<file path="config.mk">
export PLATFORM = sky130hd
export DESIGN_NAME = minmax_envelope_column_mapper_top
export DESIGN_NICKNAME = d
export VERILOG_FILES = /design/src/mmecm_pkg.sv /design/src/mmecm_regs.sv /design/src/mmecm_ctrl.sv /design/src/mmecm_divider.sv /design/src/mmecm_datapath.sv /design/src/minmax_envelope_column_mapper_top.sv
export SDC_FILE = /design/constraint.sdc
export NUM_CORES = 2
export LEC_CHECK = 0
export BUFFER_PORTS_ARGS = -buffer_cell sky130_fd_sc_hd__buf_4
export CAP_MARGIN = 20
export CORE_MARGIN = 2
export CORE_UTILIZATION = 44
export CTS_CLUSTER_DIAMETER = 120
export DETAILED_ROUTE_END_ITERATION = 8
export HOLD_SLACK_MARGIN = 0.12
export PLACE_DENSITY = 0.64
export SLEW_MARGIN = 20
export SYNTH_ARGS = -nofsm -noshare
export SYNTH_HDL_FRONTEND = slang
export SYNTH_SLANG_ARGS = --single-unit
</file>
<file path="constraint.sdc">
create_clock -name aclk -period 8.4 [get_ports aclk]
set_input_delay 1.68 -clock aclk [delete_from_list [all_inputs] [get_ports aclk]]
set_output_delay 1.68 -clock aclk [all_outputs]
set_load 0.02 [all_outputs]
</file>
<file path="src/mmecm_pkg.sv">
// Shared types, constants and defaults for the min/max envelope column mapper.
// Used by every module in src except mmecm_divider; depends on nothing.
package mmecm_pkg;

    // Fixed field widths of the register set and the result transaction.
    localparam int AMP_BITS   = 16;
    localparam int PW_BITS    = 11;
    localparam int FPL_BITS   = 16;
    localparam int CHAN_BITS  = 4;
    localparam int LINE_BITS  = 32;
    localparam int COL_BITS   = 10;
    localparam int DATA_BITS  = 32;
    localparam int ADDR_BITS  = 5;

    // Parameter defaults for the top level.
    localparam int DEF_MAX_COLUMNS  = 1024;
    localparam int DEF_MAX_CHANNELS = 8;
    localparam int DEF_SAMPLE_BITS  = 16;

    // Register reset values.
    localparam logic signed [AMP_BITS-1:0] RST_Y_MIN = 16'sh8000;
    localparam logic signed [AMP_BITS-1:0] RST_Y_MAX = 16'sh7FFF;
    localparam logic [PW_BITS-1:0]         RST_PLOT_WIDTH = 11'd49;
    localparam logic [FPL_BITS-1:0]        RST_FRAMES_PER_LINE = 16'd10000;
    localparam logic [CHAN_BITS-1:0]       RST_CHANNEL_COUNT = 4'd1;
    localparam logic [LINE_BITS-1:0]       RST_START_INDEX = 32'd0;

    typedef enum logic [2:0] {
        REG_Y_MIN,
        REG_Y_MAX,
        REG_PLOT_WIDTH,
        REG_FRAMES_PER_LINE,
        REG_CHANNEL_COUNT,
        REG_START_INDEX
    } reg_idx_t;

    typedef struct packed {
        logic signed [AMP_BITS-1:0] y_min;
        logic signed [AMP_BITS-1:0] y_max;
        logic [PW_BITS-1:0]         plot_width;
        logic [FPL_BITS-1:0]        frames_per_line;
        logic [CHAN_BITS-1:0]       channel_count;
        logic [LINE_BITS-1:0]       start_index;
    } cfg_t;

    typedef enum logic [2:0] {
        ST_IDLE,
        ST_PREP,
        ST_MUL_LO,
        ST_DIV_LO,
        ST_MUL_HI,
        ST_DIV_HI,
        ST_FINISH
    } state_t;

    // Commands from the controller to the datapath.
    typedef struct packed {
        logic take;
        logic prep;
        logic sel_hi;
        logic div_start;
        logic save_lo;
        logic save_hi;
        logic load_out;
    } ctrl_cmd_t;

    // Status from the datapath to the controller.
    typedef struct packed {
        logic start_calc;
        logic div_done;
        logic out_free;
    } dp_stat_t;

endpackage

</file>
<file path="src/mmecm_regs.sv">
// APB-style configuration register file of the envelope column mapper.
// Depends on mmecm_pkg for the register layout and reset values.
module mmecm_regs (
    input  logic                              aclk,
    input  logic                              aresetn,
    input  logic                              psel,
    input  logic                              penable,
    input  logic                              pwrite,
    input  logic [mmecm_pkg::ADDR_BITS-1:0]   paddr,
    input  logic [mmecm_pkg::DATA_BITS-1:0]   pwdata,
    output logic [mmecm_pkg::DATA_BITS-1:0]   prdata,
    output mmecm_pkg::cfg_t                   cfg
);
    import mmecm_pkg::*;

    cfg_t     cfg_reg;
    reg_idx_t idx;
    logic     wr_en;

    assign idx   = reg_idx_t'(paddr[ADDR_BITS-1:2]);
    assign wr_en = psel & penable & pwrite;
    assign cfg   = cfg_reg;

    always_ff @(posedge aclk) begin
        if (!aresetn) begin
            cfg_reg.y_min           <= RST_Y_MIN;
            cfg_reg.y_max           <= RST_Y_MAX;
            cfg_reg.plot_width      <= RST_PLOT_WIDTH;
            cfg_reg.frames_per_line <= RST_FRAMES_PER_LINE;
            cfg_reg.channel_count   <= RST_CHANNEL_COUNT;
            cfg_reg.start_index     <= RST_START_INDEX;
        end else if (wr_en) begin
            case (idx)
                REG_Y_MIN:           cfg_reg.y_min <= pwdata[AMP_BITS-1:0];
                REG_Y_MAX:           cfg_reg.y_max <= pwdata[AMP_BITS-1:0];
                REG_PLOT_WIDTH:      cfg_reg.plot_width <= pwdata[PW_BITS-1:0];
                REG_FRAMES_PER_LINE: cfg_reg.frames_per_line <= pwdata[FPL_BITS-1:0];
                REG_CHANNEL_COUNT:   cfg_reg.channel_count <= pwdata[CHAN_BITS-1:0];
                REG_START_INDEX:     cfg_reg.start_index <= pwdata[LINE_BITS-1:0];
                default: begin
                end
            endcase
        end
    end

    always_comb begin
        case (idx)
            REG_Y_MIN:
                prdata = {{(DATA_BITS-AMP_BITS){1'b0}}, cfg_reg.y_min};
            REG_Y_MAX:
                prdata = {{(DATA_BITS-AMP_BITS){1'b0}}, cfg_reg.y_max};
            REG_PLOT_WIDTH:
                prdata = {{(DATA_BITS-PW_BITS){1'b0}}, cfg_reg.plot_width};
            REG_FRAMES_PER_LINE:
                prdata = {{(DATA_BITS-FPL_BITS){1'b0}}, cfg_reg.frames_per_line};
            REG_CHANNEL_COUNT:
                prdata = {{(DATA_BITS-CHAN_BITS){1'b0}}, cfg_reg.channel_count};
            REG_START_INDEX:
                prdata = cfg_reg.start_index;
            default:
                prdata = '0;
        endcase
    end

endmodule

</file>
<file path="src/mmecm_ctrl.sv">
// Sequencing state machine of the envelope column mapper.
// Depends on mmecm_pkg for the state, command and status types.
module mmecm_ctrl (
    input  logic                  aclk,
    input  logic                  aresetn,
    input  mmecm_pkg::dp_stat_t   stat,
    output mmecm_pkg::ctrl_cmd_t  cmd
);
    import mmecm_pkg::*;

    state_t state_reg;
    state_t state_next;

    always_ff @(posedge aclk) begin
        if (!aresetn) begin
            state_reg <= ST_IDLE;
        end else begin
            state_reg <= state_next;
        end
    end

    always_comb begin
        state_next = state_reg;
        case (state_reg)
            ST_IDLE: begin
                if (stat.start_calc) begin
                    state_next = ST_PREP;
                end
            end
            ST_PREP:   state_next = ST_MUL_LO;
            ST_MUL_LO: state_next = ST_DIV_LO;
            ST_DIV_LO: begin
                if (stat.div_done) begin
                    state_next = ST_MUL_HI;
                end
            end
            ST_MUL_HI: state_next = ST_DIV_HI;
            ST_DIV_HI: begin
                if (stat.div_done) begin
                    state_next = ST_FINISH;
                end
            end
            ST_FINISH: begin
                if (stat.out_free) begin
                    state_next = ST_IDLE;
                end
            end
            default: state_next = ST_IDLE;
        endcase
    end

    always_comb begin
        cmd = '0;
        case (state_reg)
            ST_IDLE:   cmd.take = 1'b1;
            ST_PREP:   cmd.prep = 1'b1;
            ST_MUL_LO: cmd.div_start = 1'b1;
            ST_DIV_LO: cmd.save_lo = stat.div_done;
            ST_MUL_HI: begin
                cmd.sel_hi    = 1'b1;
                cmd.div_start = 1'b1;
            end
            ST_DIV_HI: cmd.save_hi = stat.div_done;
            ST_FINISH: cmd.load_out = stat.out_free;
            default: begin
            end
        endcase
    end

endmodule

</file>
<file path="src/mmecm_divider.sv">
// Restoring shift-subtract divider, one quotient bit per cycle.
// Self-contained; used by mmecm_datapath.
module mmecm_divider #(
    parameter int NUM_BITS = 27,
    parameter int DEN_BITS = 16
) (
    input  logic                aclk,
    input  logic                aresetn,
    input  logic                start,
    input  logic [NUM_BITS-1:0] dividend,
    input  logic [DEN_BITS-1:0] divisor,
    output logic [NUM_BITS-1:0] quotient,
    output logic                done
);
    localparam int CNT_BITS = $clog2(NUM_BITS + 1);

    logic [NUM_BITS-1:0] num_reg;
    logic [NUM_BITS-1:0] num_next;
    logic [DEN_BITS-1:0] rem_reg;
    logic [DEN_BITS-1:0] rem_next;
    logic [CNT_BITS-1:0] cnt_reg;
    logic                busy_reg;
    logic                done_reg;
    logic [DEN_BITS:0]   trial;
    logic [DEN_BITS:0]   diff;
    logic                fits;

    // The dividend shifts out at the top while quotient bits shift in below.
    assign trial    = {rem_reg, num_reg[NUM_BITS-1]};
    assign fits     = trial >= {1'b0, divisor};
    assign diff     = trial - {1'b0, divisor};
    assign rem_next = fits ? diff[DEN_BITS-1:0] : trial[DEN_BITS-1:0];
    assign num_next = {num_reg[NUM_BITS-2:0], fits};

    assign quotient = num_reg;
    assign done     = done_reg;

    always_ff @(posedge aclk) begin
        if (!aresetn) begin
            busy_reg <= 1'b0;
            done_reg <= 1'b0;
            cnt_reg  <= '0;
        end else begin
            done_reg <= 1'b0;
            if (start) begin
                busy_reg <= 1'b1;
                cnt_reg  <= CNT_BITS'(NUM_BITS);
            end else if (busy_reg) begin
                cnt_reg <= cnt_reg - CNT_BITS'(1);
                if (cnt_reg == CNT_BITS'(1)) begin
                    busy_reg <= 1'b0;
                    done_reg <= 1'b1;
                end
            end
        end
    end

    always_ff @(posedge aclk) begin
        if (start) begin
            num_reg <= dividend;
            rem_reg <= '0;
        end else if (busy_reg) begin
            num_reg <= num_next;
            rem_reg <= rem_next;
        end
    end

endmodule

</file>
<file path="src/mmecm_datapath.sv">
// Datapath: group tracking, clamping, column scaling and the result register.
// Depends on mmecm_pkg and instantiates mmecm_divider.
module mmecm_datapath #(
    parameter int MAX_COLUMNS  = mmecm_pkg::DEF_MAX_COLUMNS,
    parameter int MAX_CHANNELS = mmecm_pkg::DEF_MAX_CHANNELS,
    parameter int SAMPLE_BITS  = mmecm_pkg::DEF_SAMPLE_BITS
) (
    input  logic                                 aclk,
    input  logic                                 aresetn,
    input  mmecm_pkg::cfg_t                      cfg,
    input  mmecm_pkg::ctrl_cmd_t                 cmd,
    output mmecm_pkg::dp_stat_t                  stat,
    input  logic                                 s_valid,
    input  logic signed [SAMPLE_BITS-1:0]        s_sample,
    input  logic                                 s_last_in_range,
    output logic                                 m_valid,
    input  logic                                 m_ready,
    output logic [mmecm_pkg::LINE_BITS-1:0]      m_line_start,
    output logic [mmecm_pkg::COL_BITS-1:0]       m_left_column,
    output logic [mmecm_pkg::COL_BITS-1:0]       m_right_column
);
    import mmecm_pkg::*;

    localparam int EW  = (SAMPLE_BITS > AMP_BITS) ? SAMPLE_BITS : AMP_BITS;
    localparam int EW1 = EW + 1;
    localparam int AW1 = AMP_BITS + 1;
    localparam int WW  = $clog2(MAX_COLUMNS + 1);
    localparam int NW  = EW + WW;
    localparam int CPW = $clog2(MAX_CHANNELS + 1);
    localparam int OW  = (WW > COL_BITS) ? WW : COL_BITS;

    localparam logic signed [SAMPLE_BITS-1:0] SAMPLE_MAX = {1'b0, {(SAMPLE_BITS-1){1'b1}}};
    localparam logic signed [SAMPLE_BITS-1:0] SAMPLE_MIN = {1'b1, {(SAMPLE_BITS-1){1'b0}}};

    // Effective configuration after range limiting.
    logic [CPW-1:0]      chans_eff;
    logic [FPL_BITS-1:0] fpl_eff;
    logic [WW-1:0]       w_eff;

    always_comb begin
        if (cfg.channel_count == '0) begin
            chans_eff = CPW'(1);
        end else if (int'(cfg.channel_count) > MAX_CHANNELS) begin
            chans_eff = CPW'(MAX_CHANNELS);
        end else begin
            chans_eff = CPW'(cfg.channel_count);
        end
        if (cfg.plot_width == '0) begin
            w_eff = WW'(1);
        end else if (int'(cfg.plot_width) > MAX_COLUMNS) begin
            w_eff = WW'(MAX_COLUMNS);
        end else begin
            w_eff = WW'(cfg.plot_width);
        end
        fpl_eff = (cfg.frames_per_line == '0) ? FPL_BITS'(1) : cfg.frames_per_line;
    end

    // Running group state.
    logic signed [SAMPLE_BITS-1:0] run_low_reg;
    logic signed [SAMPLE_BITS-1:0] run_high_reg;
    logic [CPW-1:0]                chan_pos_reg;
    logic [FPL_BITS-1:0]           frame_pos_reg;
    logic [LINE_BITS-1:0]          frames_done_reg;

    logic signed [SAMPLE_BITS-1:0] low_next;
    logic signed [SAMPLE_BITS-1:0] high_next;
    logic [CPW-1:0]                chan_inc;
    logic [FPL_BITS-1:0]           frame_inc;
    logic [FPL_BITS-1:0]           frame_next;
    logic                          frame_wrap;
    logic                          close;
    logic                          accept;
    logic                          capture;

    assign accept     = s_valid & cmd.take;
    assign low_next   = (s_sample < run_low_reg) ? s_sample : run_low_reg;
    assign high_next  = (s_sample > run_high_reg) ? s_sample : run_high_reg;
    assign chan_inc   = chan_pos_reg + CPW'(1);
    assign frame_wrap = (chan_inc >= chans_eff) | s_last_in_range;
    assign frame_inc  = frame_pos_reg + FPL_BITS'(1);
    assign frame_next = frame_wrap ? frame_inc : frame_pos_reg;
    // A position left beyond a lowered limit closes the group on any sample.
    assign close      = (frame_next >= fpl_eff) | s_last_in_range;
    assign capture    = accept & close;

    always_ff @(posedge aclk) begin
        if (!aresetn) begin
            run_low_reg     <= SAMPLE_MAX;
            run_high_reg    <= SAMPLE_MIN;
            chan_pos_reg    <= '0;
            frame_pos_reg   <= '0;
            frames_done_reg <= '0;
        end else if (accept) begin
            if (close) begin
                run_low_reg   <= SAMPLE_MAX;
                run_high_reg  <= SAMPLE_MIN;
                chan_pos_reg  <= '0;
                frame_pos_reg <= '0;
                frames_done_reg <= s_last_in_range ? '0 :
                                   frames_done_reg + LINE_BITS'(frame_next);
            end else begin
                run_low_reg   <= low_next;
                run_high_reg  <= high_next;
                chan_pos_reg  <= frame_wrap ? '0 : chan_inc;
                frame_pos_reg <= frame_next;
            end
        end
    end

    // Closed group held for the column computation.
    logic signed [SAMPLE_BITS-1:0] grp_low_reg;
    logic signed [SAMPLE_BITS-1:0] grp_high_reg;
    logic [LINE_BITS-1:0]          line_work_reg;

    always_ff @(posedge aclk) begin
        if (capture) begin
            grp_low_reg   <= low_next;
            grp_high_reg  <= high_next;
            line_work_reg <= cfg.start_index + frames_done_reg;
        end
    end

    // Clamp to the plot edges and form the offsets from the left edge.
    logic signed [EW-1:0]       lo_ext;
    logic signed [EW-1:0]       hi_ext;
    logic signed [EW-1:0]       low_ext;
    logic signed [EW-1:0]       high_ext;
    logic signed [EW-1:0]       v_lo;
    logic signed [EW-1:0]       v_hi;
    logic signed [EW:0]         d_lo;
    logic signed [EW:0]         d_hi;
    logic signed [AMP_BITS:0]   r_diff;
    logic [EW-1:0]              dlo_reg;
    logic [EW-1:0]              dhi_reg;
    logic [AMP_BITS-1:0]        range_reg;
    logic                       zero_range_reg;

    assign lo_ext   = EW'(cfg.y_min);
    assign hi_ext   = EW'(cfg.y_max);
    assign low_ext  = EW'(grp_low_reg);
    assign high_ext = EW'(grp_high_reg);
    assign v_lo     = (low_ext < lo_ext) ? lo_ext : low_ext;
    assign v_hi     = (high_ext > hi_ext) ? hi_ext : high_ext;
    assign d_lo     = EW1'(v_lo) - EW1'(lo_ext);
    assign d_hi     = EW1'(v_hi) - EW1'(lo_ext);
    assign r_diff   = AW1'(cfg.y_max) - AW1'(cfg.y_min);

    always_ff @(posedge aclk) begin
        if (cmd.prep) begin
            dlo_reg        <= d_lo[EW-1:0];
            // An offset below the left edge maps to column zero.
            dhi_reg        <= d_hi[EW] ? '0 : d_hi[EW-1:0];
            range_reg      <= r_diff[AMP_BITS] ? AMP_BITS'(-r_diff) : r_diff[AMP_BITS-1:0];
            zero_range_reg <= (r_diff == '0);
        end
    end

    // One shared multiplier feeds the divider's dividend register.
    logic [EW-1:0] mul_a;
    logic [NW-1:0] product;
    logic [NW-1:0] quotient;
    logic          div_done;

    assign mul_a   = cmd.sel_hi ? dhi_reg : dlo_reg;
    assign product = NW'(mul_a) * NW'(w_eff);

    mmecm_divider #(
        .NUM_BITS (NW),
        .DEN_BITS (AMP_BITS)
    ) u_divider (
        .aclk     (aclk),
        .aresetn  (aresetn),
        .start    (cmd.div_start),
        .dividend (product),
        .divisor  (range_reg),
        .quotient (quotient),
        .done     (div_done)
    );

    logic [NW-1:0] q_lo_reg;
    logic [NW-1:0] q_hi_reg;

    always_ff @(posedge aclk) begin
        if (cmd.save_lo) begin
            q_lo_reg <= quotient;
        end
        if (cmd.save_hi) begin
            q_hi_reg <= quotient;
        end
    end

    // Cap the right column at the last column and keep left from passing it; a zero range gives zero for both.
    logic [WW-1:0] right_col;
    logic [WW-1:0] left_col;
    logic [OW-1:0] right_wide;
    logic [OW-1:0] left_wide;

    always_comb begin
        right_col = (q_hi_reg >= NW'(w_eff)) ? (w_eff - WW'(1)) : WW'(q_hi_reg);
        left_col  = (q_lo_reg > NW'(right_col)) ? right_col : WW'(q_lo_reg);
        if (zero_range_reg) begin
            right_col = '0;
            left_col  = '0;
        end
    end

    assign right_wide = OW'(right_col);
    assign left_wide  = OW'(left_col);

    // Result register.
    logic                 m_valid_reg;
    logic [LINE_BITS-1:0] m_line_reg;
    logic [COL_BITS-1:0]  m_left_reg;
    logic [COL_BITS-1:0]  m_right_reg;

    always_ff @(posedge aclk) begin
        if (!aresetn) begin
            m_valid_reg <= 1'b0;
        end else if (cmd.load_out) begin
            m_valid_reg <= 1'b1;
        end else if (m_ready) begin
            m_valid_reg <= 1'b0;
        end
    end

    always_ff @(posedge aclk) begin
        if (cmd.load_out) begin
            m_line_reg  <= line_work_reg;
            m_left_reg  <= left_wide[COL_BITS-1:0];
            m_right_reg <= right_wide[COL_BITS-1:0];
        end
    end

    assign m_valid        = m_valid_reg;
    assign m_line_start   = m_line_reg;
    assign m_left_column  = m_left_reg;
    assign m_right_column = m_right_reg;

    assign stat.start_calc = capture;
    assign stat.div_done   = div_done;
    assign stat.out_free   = ~m_valid_reg | m_ready;

endmodule

</file>
<file path="src/minmax_envelope_column_mapper_top.sv">
// Top level of the min/max envelope column mapper; uses mmecm_pkg and all src modules.
// A sample that does not close a group is taken one per cycle while s_ready is high.
// A closing sample keeps s_ready low until its result is loaded into the result register;
// the columns come from the bit-serial divider run twice, low column then high, and the
// load is held back while an earlier result waits untaken.
// Synchronous active-low reset clears the group state and restores register defaults.
module minmax_envelope_column_mapper_top #(
    parameter int MAX_COLUMNS  = mmecm_pkg::DEF_MAX_COLUMNS,
    parameter int MAX_CHANNELS = mmecm_pkg::DEF_MAX_CHANNELS,
    parameter int SAMPLE_BITS  = mmecm_pkg::DEF_SAMPLE_BITS
) (
    input  logic                               aclk,
    input  logic                               aresetn,
    input  logic                               psel,
    input  logic                               penable,
    input  logic                               pwrite,
    input  logic [mmecm_pkg::ADDR_BITS-1:0]    paddr,
    input  logic [mmecm_pkg::DATA_BITS-1:0]    pwdata,
    output logic [mmecm_pkg::DATA_BITS-1:0]    prdata,
    output logic                               pready,
    input  logic                               s_valid,
    output logic                               s_ready,
    input  logic signed [SAMPLE_BITS-1:0]      s_sample,
    input  logic                               s_last_in_range,
    output logic                               m_valid,
    input  logic                               m_ready,
    output logic [mmecm_pkg::LINE_BITS-1:0]    m_line_start,
    output logic [mmecm_pkg::COL_BITS-1:0]     m_left_column,
    output logic [mmecm_pkg::COL_BITS-1:0]     m_right_column
);
    import mmecm_pkg::*;

    cfg_t      cfg;
    ctrl_cmd_t cmd;
    dp_stat_t  stat;

    assign pready  = 1'b1;
    assign s_ready = cmd.take;

    mmecm_regs u_regs (
        .aclk    (aclk),
        .aresetn (aresetn),
        .psel    (psel),
        .penable (penable),
        .pwrite  (pwrite),
        .paddr   (paddr),
        .pwdata  (pwdata),
        .prdata  (prdata),
        .cfg     (cfg)
    );

    mmecm_ctrl u_ctrl (
        .aclk    (aclk),
        .aresetn (aresetn),
        .stat    (stat),
        .cmd     (cmd)
    );

    mmecm_datapath #(
        .MAX_COLUMNS  (MAX_COLUMNS),
        .MAX_CHANNELS (MAX_CHANNELS),
        .SAMPLE_BITS  (SAMPLE_BITS)
    ) u_datapath (
        .aclk            (aclk),
        .aresetn         (aresetn),
        .cfg             (cfg),
        .cmd             (cmd),
        .stat            (stat),
        .s_valid         (s_valid),
        .s_sample        (s_sample),
        .s_last_in_range (s_last_in_range),
        .m_valid         (m_valid),
        .m_ready         (m_ready),
        .m_line_start    (m_line_start),
        .m_left_column   (m_left_column),
        .m_right_column  (m_right_column)
    );

    // A closing transaction must stop the input while its columns are computed.
    a_close_stalls_input: assert property (@(posedge aclk) disable iff (!aresetn)
        stat.start_calc |=> !s_ready)
        else $error("input accepted right after a group closed");

    // The divider may only finish while the controller waits for it.
    a_div_done_expected: assert property (@(posedge aclk) disable iff (!aresetn)
        stat.div_done |-> (cmd.save_lo || cmd.save_hi))
        else $error("divider finished outside a wait state");

    // A new result never overwrites one that has not been taken.
    a_no_overwrite: assert property (@(posedge aclk) disable iff (!aresetn)
        cmd.load_out |-> (!m_valid || m_ready))
        else $error("result register overwritten");

    // Without output masking, the left column never passes the right one.
    a_columns_ordered: assert property (@(posedge aclk) disable iff (!aresetn)
        (m_valid && (MAX_COLUMNS <= (1 << COL_BITS))) |-> (m_left_column <= m_right_column))
        else $error("left column beyond right column");

endmodule
</file>
==> results.ini <==
[global_route]
grt_pass1_wl_mm = 127
antenna_found_initial = 3
grt-ovfl-total = 0
grt_pass1_vias = 23000
gr-usage-all-layers_pct = 21.7
grt_max_degree = 64

[power]
switching_share_pct = 30.0
power.leakage_nw = 14.9
powerDensity_nw_per_um2 = 174
p_switching_mw = 1.84
p_clk_share_pct = 36.1
combPwrFrac_pct = 22.0
vdd_drop_max_uv = 166
intPower_mw = 4.28
pwr-share-seq_pct = 41.9

[drt]
viasPerCell = 5.47
firstDrtPassIters = 5
drc = 0
drt_iter0_markers = 1918
final_antenna_net_count = 0
avgRoutedWirePerCell_um = 18.4
wirelength_mm = 82.0
num_vias = 24400

[layout]
regArea_um2 = 11500
fin_nets = 3946
syn_to_final_growth_pct = 12.2
final_cells = 4453
post-route-util_pct = 50.1
drive_gt1_share_pct = 10.8
nFillCells = 6613
multi_input_area_um2 = 18200
largest_reg_flops = 95

[sta]
slew_headroom_pct = 32.2
rsz0062_at_grt = false
finalHoldViolCount = 0
period_share_pct = 85.2
setup_ws_ns = 1.24
tns_ns = 0
max_freq_mhz = 140
finalSetupViolations = 0
finClkSkew_ns = 0.0644
max_slew.worst_pin.slew_ns = 0.997
hold_ws_ns = 0.417
final.min_clock_period_ns = 7.16
finalMaxSlewViolations = 0

[floorplan]
core-area_um2 = 70300
die_w_um = 271
io_pins = 148
initial_core_util_pct = 44.7
die_h_um = 271
fp-row-count = 97
die_area_um2 = 73500

[yosys]
syn_nets = 3830
synth_common_cells = nand2_1 (443), inv_1 (312), nor2_1 (289)
synth_top_area_share_pct = 23.5
async_flop_share_pct = 0
synthTopCellsByArea = edfxtp_1 (24%), dfxtp_1 (13%), ha_1 (11%), fa_1 (8.4%), nand2_1 (5.3%)
yosysMostFrequentCell = nand2_1
synth.ff_latch_count = 452
synth_cell_types = 91
syn_inst = 3353
synth.cell_area_um2 = 31400
synth_top_area_cell = edfxtp_1
yosysWarnings = 0
ys_seq_area_share_pct = 36.7
avgSynthCellArea_um2 = 9.36
synth_edf_count = 246
ys.flop_type = edfxtp_1

[clock_network]
cts_made_buffers = 51
clkTransAtPathRegs_ns = 0.06
worstSkewPairLatency_ns = 0.63
cts_resized = 0
htree_levels = 2
cts_buffer_depth = 3
cts.sinks = 452
cts.hold.buffers_added = 0
cts.root.buffer_cell = clkbuf_16
post-cts-setup-buffer-count = 0
cts_tree = done

[worst_setup_path]
crit_required_ns = 8.73
crit_path_start = u_ctrl.state_reg[2]
worstSetupEndpoint = u_datapath.u_divider.quotient[25]
cp-end-kind = flip-flop
timing.rr.start = u_ctrl.state_reg[2]
worstRegToRegCells = 22
crit_arrival_ns = 7.49
critical_path_class = reg -> reg
path_max_fanout = 32
reg2reg_setup_slack_ns = 1.24
start_kind = flip-flop
reg2reg_to = u_datapath.u_divider.quotient[25]

[placement]
routabilityCongestion = 0.912
place_hpwl_mm = 62.8
dp_cells = 4355
post-place-ws_ns = 1.20
port_buffers = 144

[run_status]
status = finished clean

[min_path]
hold_path.class = reg -> reg

[job]
drv_cap = 0

==> layout make-up <==
| type | count | area share [%] |
|---|---|---|
| timing repair buffer | 187 | 4.04 |
| multi-input combinational | 2461 | 51.8 |
| clock inverter | 27 | 0.661 |
| inverter | 316 | 3.37 |
| sequential | 452 | 32.7 |
| tap | 940 | 3.34 |
| antenna | 2 | 0.0142 |
| clock buffer | 68 | 4.07 |
==> power groups by stage <==
stage                     registers, mW  clock network [mW]  logic (mW)
after floorplan                    2.57                   0        1.01
after global placement             2.61                   0        1.32
after detailed placement           2.61                   0        1.33
after CTS                          2.57                2.25        1.34
after global routing               2.58                2.34        1.51
final                              2.56                2.21        1.34
==> routing by layer <==
metal  vias to the layer above  GRT usage (%)  routed length, um
met2                       753           35.0              37100
met1                     11500           29.6              36400
met3                       147           3.59               5650
met4                         0           7.49               2820
li1                      11900              -                  -
met5                         -              0                  0
==> metrics by stage <==
stage	power (mW)	instance area (um2)
3_3_place_gp	3.93	33500
6_report	6.12	35200
3_5_place_dp	3.94	33500
5_1_grt	6.43	35200
2_1_floorplan	3.58	31400
4_1_cts	6.15	35200
==> layout by cell type (no fill, tap or decap), types with 131 or more instances in the layout <==
cell,synthesis,routed
a21oi_1,215,215
buf_4,2,186
dfxtp_1,206,206
edfxtp_1,246,246
fa_1,131,131
ha_1,285,285
inv_1,312,309
nand2_1,443,443
nor2_1,289,284
o21ai_0,132,131
==> how the worst min path moves through the flow <==
stage | start | to | slack [ns] | depth (start not counted)
2_1_floorplan | u_datapath.line_work_reg[0] | u_datapath.m_line_start[0] | 0.40 | 0
3_3_place_gp | u_datapath.line_work_reg[19] | u_datapath.m_line_start[19] | 0.40 | 0
3_5_place_dp | u_datapath.line_work_reg[26] | u_datapath.m_line_start[26] | 0.40 | 0
4_1_cts | u_datapath.line_work_reg[26] | u_datapath.m_line_start[26] | 0.42 | 0
5_1_grt | u_datapath.line_work_reg[13] | u_datapath.m_line_start[13] | 0.43 | 0
6_report | u_datapath.line_work_reg[26] | u_datapath.m_line_start[26] | 0.42 | 0
==> kinds of logic (layout without fill, tap and decap cells) <==
group           after synthesis  after routing  synth area share (%)
xor+xnor                    161            161                  4.49
flops                       452            452                  36.7
compound gates              680            680                  13.9
simple gates               1073           1073                  15.3
fa+ha+maj                   416            416                  19.7
buf+inv                     440            598                  5.37
mux                         130            130                  4.53
other cells                   1              3                0.0119
==> critical path, cell delays in order, from the launching register on <==
cell,delay [ns]
dfxtp_1,0.51
nor3b_2,0.23
buf_4,0.41
mux2i_1,0.58
nor2_1,0.14
fa_1,0.54
inv_1,0.05
fa_1,0.47
inv_1,0.05
fa_1,0.50
fa_1,0.55
inv_1,0.05
fa_1,0.52
inv_1,0.04
ha_1,0.32
o21ai_0,0.14
a211oi_1,0.12
o311ai_1,0.60
a211oi_1,0.22
o41ai_2,0.39
o21ai_1,0.14
xnor2_1,0.17
o21ai_0,0.09
No activity file was read; power rests on OpenSTA's default activity.
